<file path="config.mk">
export PLATFORM = sky130hd
export DESIGN_NAME = cgp_ctrl
export DESIGN_NICKNAME = d
export VERILOG_FILES = /design/src/sv/cgp_pkg.sv /design/src/sv/cgp_ctrl.sv
export SDC_FILE = /design/constraint.sdc
export NUM_CORES = 1
export LEC_CHECK = 0
export BUFFER_PORTS_ARGS = -buffer_cell sky130_fd_sc_hd__buf_2
export CAP_MARGIN = 20
export CORE_ASPECT_RATIO = 1.25
export CORE_MARGIN = 5
export CORE_UTILIZATION = 40
export DETAILED_ROUTE_END_ITERATION = 8
export PLACE_DENSITY = 0.78
export SLEW_MARGIN = 40
export SYNTH_ARGS = -nofsm -noshare
export SYNTH_HDL_FRONTEND = slang
export SYNTH_SLANG_ARGS = --single-unit
</file>
<file path="constraint.sdc">
create_clock -name clk -period 2.3 [get_ports clk]
set_input_delay 0.345 -clock clk [delete_from_list [all_inputs] [get_ports clk]]
set_output_delay 0.345 -clock clk [all_outputs]
set_load 0.05 [all_outputs]
</file>
<file path="src/sv/cgp_pkg.sv">
// ----------------------------------------------------------------------------
// cgp_pkg
// Shared types, constants and GF(4) helpers for the matrix group product unit.
// ----------------------------------------------------------------------------
package cgp_pkg;

  localparam int MAX_ELEMS = 64;
  localparam int MAX_DIM   = 4;
  localparam int ELEM_W    = 6;
  localparam int POS_W     = 4;
  localparam int ADDR_W    = ELEM_W + POS_W;
  localparam int DEPTH     = MAX_ELEMS * MAX_DIM * MAX_DIM;
  localparam int IDX_W     = 2;
  localparam int DIM_W     = 3;
  localparam int CNT_W     = 7;
  localparam int MOD_W     = 16;
  localparam int WORD_W    = 32;
  localparam int DSTEP_W   = 5;

  // Request kinds
  localparam logic REQ_LOAD  = 1'b0;
  localparam logic REQ_QUERY = 1'b1;

  // Configuration register indexes
  localparam logic [1:0] CFG_MODULUS = 2'd0;
  localparam logic [1:0] CFG_DIM     = 2'd1;
  localparam logic [1:0] CFG_COUNT   = 2'd2;

  localparam logic [MOD_W-1:0] GF_MODULUS = 16'd4;
  localparam logic [DIM_W-1:0] GF_DIM     = 3'd2;

  typedef struct packed {
    logic load;
    logic capture;
    logic rd_a;
    logic rd_b;
    logic mul;
    logic acc;
    logic l_adv;
    logic div_load;
    logic div_step;
    logic wr_prod;
    logic s_rd;
    logic e_adv;
    logic k_adv;
    logic res_zero;
    logic res_hit;
    logic out_load;
  } cmd_t;

  typedef struct packed {
    logic q_bad;
    logic l_last;
    logic use_div;
    logic div_last;
    logic pair_last;
    logic match;
    logic e_last;
    logic k_last;
    logic out_busy;
  } stat_t;

  function automatic logic [WORD_W-1:0] gf_mul(input logic [WORD_W-1:0] a,
                                               input logic [WORD_W-1:0] b);
    logic [1:0] r;
    r = 2'd0;
    if (a > 32'd3 || b > 32'd3) return '1;
    case ({a[1:0], b[1:0]})
      4'b0101: r = 2'd1;
      4'b0110: r = 2'd2;
      4'b0111: r = 2'd3;
      4'b1001: r = 2'd2;
      4'b1010: r = 2'd3;
      4'b1011: r = 2'd1;
      4'b1101: r = 2'd3;
      4'b1110: r = 2'd1;
      4'b1111: r = 2'd2;
      default: r = 2'd0;
    endcase
    return {30'd0, r};
  endfunction

  function automatic logic [WORD_W-1:0] gf_add(input logic [WORD_W-1:0] a,
                                               input logic [WORD_W-1:0] b);
    if (a > 32'd3 || b > 32'd3) return '1;
    return {30'd0, a[1:0] ^ b[1:0]};
  endfunction

endpackage

</file>
<file path="src/sv/cgp_ctrl.sv">
// ----------------------------------------------------------------------------
// cgp_ctrl
// Sequencer for loads, dot products, remainder and the search over elements.
// ----------------------------------------------------------------------------
module cgp_ctrl (
  input  logic           clk,
  input  logic           rst,
  input  logic           in_valid,
  input  logic           in_req,
  output logic           in_ready,
  input  cgp_pkg::stat_t stat,
  output cgp_pkg::cmd_t  cmd
);

  typedef enum logic [11:0] {
    S_IDLE  = 12'b000000000001,
    S_CHECK = 12'b000000000010,
    S_RDA   = 12'b000000000100,
    S_RDB   = 12'b000000001000,
    S_MUL   = 12'b000000010000,
    S_ACC   = 12'b000000100000,
    S_DIVL  = 12'b000001000000,
    S_DIV   = 12'b000010000000,
    S_WRP   = 12'b000100000000,
    S_SRD   = 12'b001000000000,
    S_SCMP  = 12'b010000000000,
    S_DONE  = 12'b100000000000
  } state_t;

  state_t state, state_next;

  assign in_ready = (state == S_IDLE);

  // Decode next state and commands
  always_comb begin
    state_next = state;
    cmd = '0;
    case (state)
      S_IDLE: begin
        if (in_valid) begin
          cmd.capture = 1'b1;
          if (in_req == cgp_pkg::REQ_LOAD) begin
            cmd.load = 1'b1;
          end else begin
            state_next = S_CHECK;
          end
        end
      end
      S_CHECK: begin
        if (stat.q_bad) begin
          cmd.res_zero = 1'b1;
          state_next = S_DONE;
        end else begin
          state_next = S_RDA;
        end
      end
      S_RDA: begin
        cmd.rd_a = 1'b1;
        state_next = S_RDB;
      end
      S_RDB: begin
        cmd.rd_b = 1'b1;
        state_next = S_MUL;
      end
      S_MUL: begin
        cmd.mul = 1'b1;
        state_next = S_ACC;
      end
      S_ACC: begin
        cmd.acc = 1'b1;
        if (!stat.l_last) begin
          cmd.l_adv = 1'b1;
          state_next = S_RDA;
        end else if (stat.use_div) begin
          state_next = S_DIVL;
        end else begin
          state_next = S_WRP;
        end
      end
      S_DIVL: begin
        cmd.div_load = 1'b1;
        state_next = S_DIV;
      end
      S_DIV: begin
        cmd.div_step = 1'b1;
        if (stat.div_last) state_next = S_WRP;
      end
      S_WRP: begin
        cmd.wr_prod = 1'b1;
        state_next = stat.pair_last ? S_SRD : S_RDA;
      end
      S_SRD: begin
        cmd.s_rd = 1'b1;
        state_next = S_SCMP;
      end
      S_SCMP: begin
        if (stat.match) begin
          if (stat.e_last) begin
            cmd.res_hit = 1'b1;
            state_next = S_DONE;
          end else begin
            cmd.e_adv = 1'b1;
            state_next = S_SRD;
          end
        end else if (stat.k_last) begin
          cmd.res_zero = 1'b1;
          state_next = S_DONE;
        end else begin
          cmd.k_adv = 1'b1;
          state_next = S_SRD;
        end
      end
      S_DONE: begin
        if (!stat.out_busy) begin
          cmd.out_load = 1'b1;
          state_next = S_IDLE;
        end
      end
      default: state_next = S_IDLE;
    endcase
  end

  // Hold state
  always_ff @(posedge clk) begin
    if (rst) begin
      state <= S_IDLE;
    end else begin
      state <= state_next;
    end
  end

endmodule

</file>
==> results of run 1 <==
per-stage QoR:
step | cells | hold WS, ns | power [mW]
6_report | 175 | 0.300 | 1.30
5_1_grt | 175 | 0.303 | 1.36
4_1_cts | 173 | 0.284 | 1.20
3_5_place_dp | 167 | 0.581 | 1.02
3_3_place_gp | 167 | 0.583 | 1.01
2_1_floorplan | 105 | 0.424 | 0.800
cells by family after synthesis:
family	share of synthesized area
xor gates and xnor gates	0.0304
and+or+nand+nor	0.526
AOI/OAI and AO/OA	0.117
DFF	0.278
buffers and inverters	0.0478
power breakdown:
| part | total (mW) | switching, mW | internal [mW] |
|---|---|---|---|
| clock | 0.132 | 0.0710 | 0.0608 |
| sequential | 0.262 | 0.0220 | 0.240 |
| combinational | 0.910 | 0.516 | 0.395 |
| total | 1.30 | 0.609 | 0.695 |
cells in the mapped netlist, types with 3 or more instances:
cell type | n | area (sq um)
or4_1 | 3 | 22.5
nor2_1 | 8 | 30.0
nor4_1 | 4 | 25.0
nand4_1 | 3 | 18.8
nand2_1 | 3 | 11.3
nor4b_1 | 4 | 35.0
and2_1 | 3 | 18.8
nand3_1 | 7 | 35.0
nor3_1 | 3 | 15.0
a21oi_1 | 5 | 25.0
dfxtp_1 | 12 | 240
inv_1 | 4 | 15.0
and3_1 | 9 | 56.3
nand2b_1 | 4 | 25.0
critical path, stage by stage, from the launching register on:
cell and delay [ns]:
dfxtp_1 0.31, or4_4 0.54, buf_4 0.17, nor3_4 0.19
nand3_2 0.10, buf_6 0.15, nor3b_4 0.17, buf_6 0.18
layer usage:
metal,wire length (um),up-vias,GRT usage
met2,1560,35,0.322
met4,67,0,0.0936
met1,1160,490,0.201
met5,0,-,0
li1,-,503,-
met3,112,7,0.0143
layout make-up:
cell class / count / area (sq um) / share of cell area
clock buffers: 3 / 22.5 / 0.0156
repair buffers: 51 / 418 / 0.290
well taps: 20 / 25.0 / 0.0174
flip-flops and latches: 12 / 243 / 0.169
inverters: 4 / 17.5 / 0.0122
multi-input cells: 85 / 714 / 0.496
final timing paths:
kind	cells after the start	slack [ns]	startpoint	end
worst max register to register	7	0.14	state[11]	state[8]
worst min-delay path	2	0.30	rst	state[6]
worst max-delay path	7	-0.13	state[5]	cmd[4]
worst min register to register	3	0.64	state[10]	state[9]
what timing repair did:
item                                    in CTS  in global routing
buffers inserted                             3                  2
hold endpoints to repair                     0                  0
resized for setup                           28                 23
pin swaps                                    8                  9
endpoints found under the setup margin      12                 13
==> results.py, run 1 <==
metrics = {
    "synth": {
        "synth_warnings": 0,
        "ys.flop_type": "dfxtp_1",
        "avgSynthCellArea_sq_um": 8.22,
        "synth_edf_count": 0,
        "ys_seq_elements": 12,
        "synth_cell_types": 41,
        "synthCells": 105,
        "netlist_area_sq_um": 863,
        "async_flop_share": 0,
        "seq_area_frac_synth": 0.278,
        "syn_nets": 118,
    },
    "power": {
        "leakagePower_nw": 0.633,
        "power.density_nw_per_um2": 905,
        "ir_worst_vdd_uv": 635,
    },
    "routing": {
        "detail-route-antenna-nets": 0,
        "viasPerCell": 5.91,
        "routedWlPerCell_um": 16.6,
        "remaining_drc_errors": 0,
        "drt_iter0_markers": 30,
        "totalWireLength_um": 2910,
        "dr.pass1.iters": 4,
        "vias": 1035,
    },
    "worst_setup_path": {
        "worst-path-max-fanout": 5,
        "worst_setup_path_end_kind": "output pin",
        "worst_ep_arrival_time_ns": 2.08,
        "startpoint_type": "flop",
        "required_ns": 1.96,
        "worstSetupPathType": "reg2out",
    },
    "clock_network": {
        "clock-sinks": 12,
        "cts.root.buffer_cell": "clkbuf_4",
        "htree_levels": 1,
        "clkTransAtPathRegs_ns": 0.07,
        "clk_latency_ns": 0.28,
        "cts.path.max_buffers": 2,
        "cts_hold_buf": 0,
        "cts_buffers": 3,
        "cts_tree": "done",
    },
    "cells_and_area": {
        "max_flop_register": "state",
        "n_fill_cell": 154,
        "nNetsFinal": 170,
        "reg_top3": "state x12",
        "insertedDiodeCount": 0,
        "largest_reg_flops": 12,
        "finalInstanceArea_sq_um": 1440,
        "area_growth_pct": 66.8,
        "postLayoutCoreUtil": 0.710,
        "final_cell_mix": "buf_4, buf_2, buf_6",
        "mostFrequentLayoutCell": "buf_4",
        "layout-drive-gt1-share": 0.535,
    },
    "placed_design": {
        "gp_congestion": 0.892,
        "hpwl_um": 2070,
        "placed_area_sq_um": 1200,
        "pre_cts_slack_ns": 0.0546,
        "portBuffers": 29,
    },
    "outcome": {
        "failed_checks": "negative setup slack",
        "status": "complete, but fails checks",
    },
    "timing": {
        "slew_viol_final": 0,
        "clock_skew_ns": 0.00316,
        "setup-tns-final_ns": -0.700,
        "final_hold_viol_count": 0,
        "timing.final.crit_share": 1.06,
        "setup_viol": 10,
        "fin_ws_ns": -0.129,
        "grt_setup_unrepaired": "yes",
        "max_freq_mhz": 412,
        "slew_headroom": 0.561,
        "period_needed_ns": 2.43,
        "tightest_slew_ns": 0.655,
    },
    "floorplan": {
        "rows": 18,
        "ios": 30,
        "design.core.area_sq_um": 2030,
        "die_area_sq_um": 3190,
        "die_h_um": 61.9,
        "floorplan.initialDensity": 0.426,
        "dieWidth_um": 51.6,
    },
    "grt": {
        "grt_pass1_vias": 953,
        "grt_pass1_wl_um": 4160,
        "antenna_found_initial": 0,
        "grt_max_degree": 10,
        "gr-total-overflow": 0,
        "grt_util_all_layers": 0.175,
    },
    "flow_run": {
        "drv_cap": 0,
    },
    "hold_path": {
        "hold_path_class": "in2reg",
    },
}
Power figures use the tool's default switching activity.
==> inputs of run 2 (changes only) <==
CORE_ASPECT_RATIO = default   (was 1.25)
==> results.py, run 2 (same netlist as run 1, synthesis figures left out) <==
metrics = {
    "outcome": {
        "status": "complete, but fails checks",
        "failed_checks": "negative setup slack",
    },
    "timing": {
        "period_needed_ns": 2.45,
        "max_freq_mhz": 408,
        "slew_headroom": 0.777,
        "grt_setup_unrepaired": "yes",
        "final_hold_viol_count": 0,
        "hold-worst-slack_ns": 0.277,
        "timing.final.crit_share": 1.07,
        "setup_viol": 8,
        "fin_ws_ns": -0.154,
        "slew_viol_final": 0,
        "clock_skew_ns": 0.00111,
        "tightest_slew_ns": 0.330,
    },
    "routing": {
        "viasPerCell": 5.94,
        "vias": 1122,
        "detail-route-antenna-nets": 0,
        "routedWlPerCell_um": 17.4,
        "remaining_drc_errors": 0,
        "totalWireLength_um": 3290,
        "drt_iter0_markers": 69,
        "dr.pass1.iters": 4,
    },
    "power": {
        "swShare": 0.460,
        "leakagePower_nw": 0.669,
        "switchingPower_mw": 0.640,
        "ir_worst_vdd_uv": 681,
        "p_total_mw": 1.39,
        "p_seq_frac": 0.193,
        "comb_power_share": 0.681,
        "pwr-share-clk": 0.126,
        "power.density_nw_per_um2": 919,
        "internal_power_mw": 0.753,
    },
    "grt": {
        "grt_pass1_vias": 1056,
        "grt_max_degree": 10,
        "grt_pass1_wl_um": 4590,
        "grt_util_all_layers": 0.179,
        "gr-total-overflow": 0,
        "antenna_found_initial": 0,
    },
    "placed_design": {
        "pre_cts_slack_ns": 0.0392,
        "hpwl_um": 2160,
        "gp_congestion": 0.923,
        "portBuffers": 29,
    },
    "clock_network": {
        "cts.root.buffer_cell": "clkbuf_4",
        "clkTransAtPathRegs_ns": 0.08,
        "htree_levels": 1,
        "cts_buffers": 3,
        "cts_tree": "done",
        "clock-sinks": 12,
        "clk_latency_ns": 0.28,
        "cts.path.max_buffers": 2,
    },
    "cells_and_area": {
        "max_flop_register": "state",
        "layout-drive-gt1-share": 0.574,
        "n_fill_cell": 126,
        "mostFrequentLayoutCell": "buf_4",
        "largest_reg_flops": 12,
        "final_cell_mix": "buf_4, buf_2, buf_6",
        "reg_top3": "state x12",
        "nNetsFinal": 176,
        "insertedDiodeCount": 0,
        "area_growth_pct": 75.5,
    },
    "worst_setup_path": {
        "worst-path-max-fanout": 3,
        "worstSetupPathType": "reg2out",
        "critPathLaunch": "state[9]",
        "worst_ep_arrival_time_ns": 2.11,
        "r2r-start": "state[11]",
        "worstRegToRegCells": 8,
        "required_ns": 1.96,
        "cp-endpoint": "cmd[13]",
        "rrSetupSlack_ns": 0.15,
        "r2r-end": "state[8]",
        "worst_setup_path_end_kind": "output pin",
        "startpoint_type": "flop",
    },
    "hold_path": {
        "hold_path_class": "in2reg",
    },
    "floorplan": {
        "rows": 16,
        "dieWidth_um": 56.5,
        "floorplan.initialDensity": 0.431,
        "die_area_sq_um": 3190,
        "ios": 30,
        "design.core.area_sq_um": 2000,
        "die_h_um": 56.5,
    },
    "flow_run": {
        "drv_cap": 0,
    },
}
## run 2: cell count changes in the layout (fill, tap and decap cells not counted), moves of 2 or more
| cell | delta |
|---|---|
| buf_4 | +8 |
| dfxtp_4 | +2 |
| buf_8 | -2 |
| dfxtp_1 | -3 |
## run 2: how the worst min path moves through the flow
stage	start	endpoint	slack (ns)	cells after the start
after floorplan	rst	state[6]	0.42	1
after global placement	rst	state[6]	0.57	2
after detailed placement	rst	state[6]	0.58	2
after CTS	rst	state[6]	0.27	2
after global routing	rst	state[6]	0.26	2
final	rst	state[6]	0.28	2
## run 2: worst max-delay path: stages, from the launching register on
cell,delay (ns)
dfxtp_2,0.34
or4_4,0.54
or4_4,0.55
nor3b_4,0.22
buf_6,0.18
## run 2: cell type report
cell class              instances  area [sq um]  area share
clock buffers                   4          36.3      0.0239
inverters                       4          17.5      0.0116
repair buffers                 57           448       0.296
well taps                      27          33.8      0.0223
multi-input cells              85           728       0.481
flip-flops and latches         12           251       0.166
## run 2: what timing repair did
action / 4_1_cts / 5_1_grt
buffers inserted: 5 / 5
pin swaps: 5 / 9
gates resized for setup: 26 / 27
setup endpoints to repair: 13 / 12
hold buffers: 0 / 0
## run 2: metrics by stage
| stage | TNS, ns | instance area (sq um) | utilization | std cells |
|---|---|---|---|---|
| floorplan | -0.857 | 931 | - | 105 |
| global placement | 0 | 1220 | 0.609 | 175 |
| detailed placement | 0 | 1220 | 0.609 | 175 |
| CTS | -0.469 | 1370 | 0.684 | 184 |
| global route | -1.02 | 1520 | 0.757 | 189 |
| finish | -0.607 | 1520 | 0.757 | 189 |
## run 2: power groups by stage
| stage | clock network, mW | logic, mW | registers [mW] |
|---|---|---|---|
| 2_1_floorplan | 0 | 0.517 | 0.282 |
| 3_3_place_gp | 0 | 0.776 | 0.256 |
| 3_5_place_dp | 0 | 0.786 | 0.257 |
| 4_1_cts | 0.177 | 0.833 | 0.252 |
| 5_1_grt | 0.186 | 0.998 | 0.271 |
| 6_report | 0.175 | 0.949 | 0.269 |
## run 2: per-layer routing
metal | track usage | part of all wire
met3 | 0.0206 | 0.095
met4 | 0.0881 | 0.037
met5 | 0 | 0
met2 | 0.309 | 0.51
met1 | 0.217 | 0.36
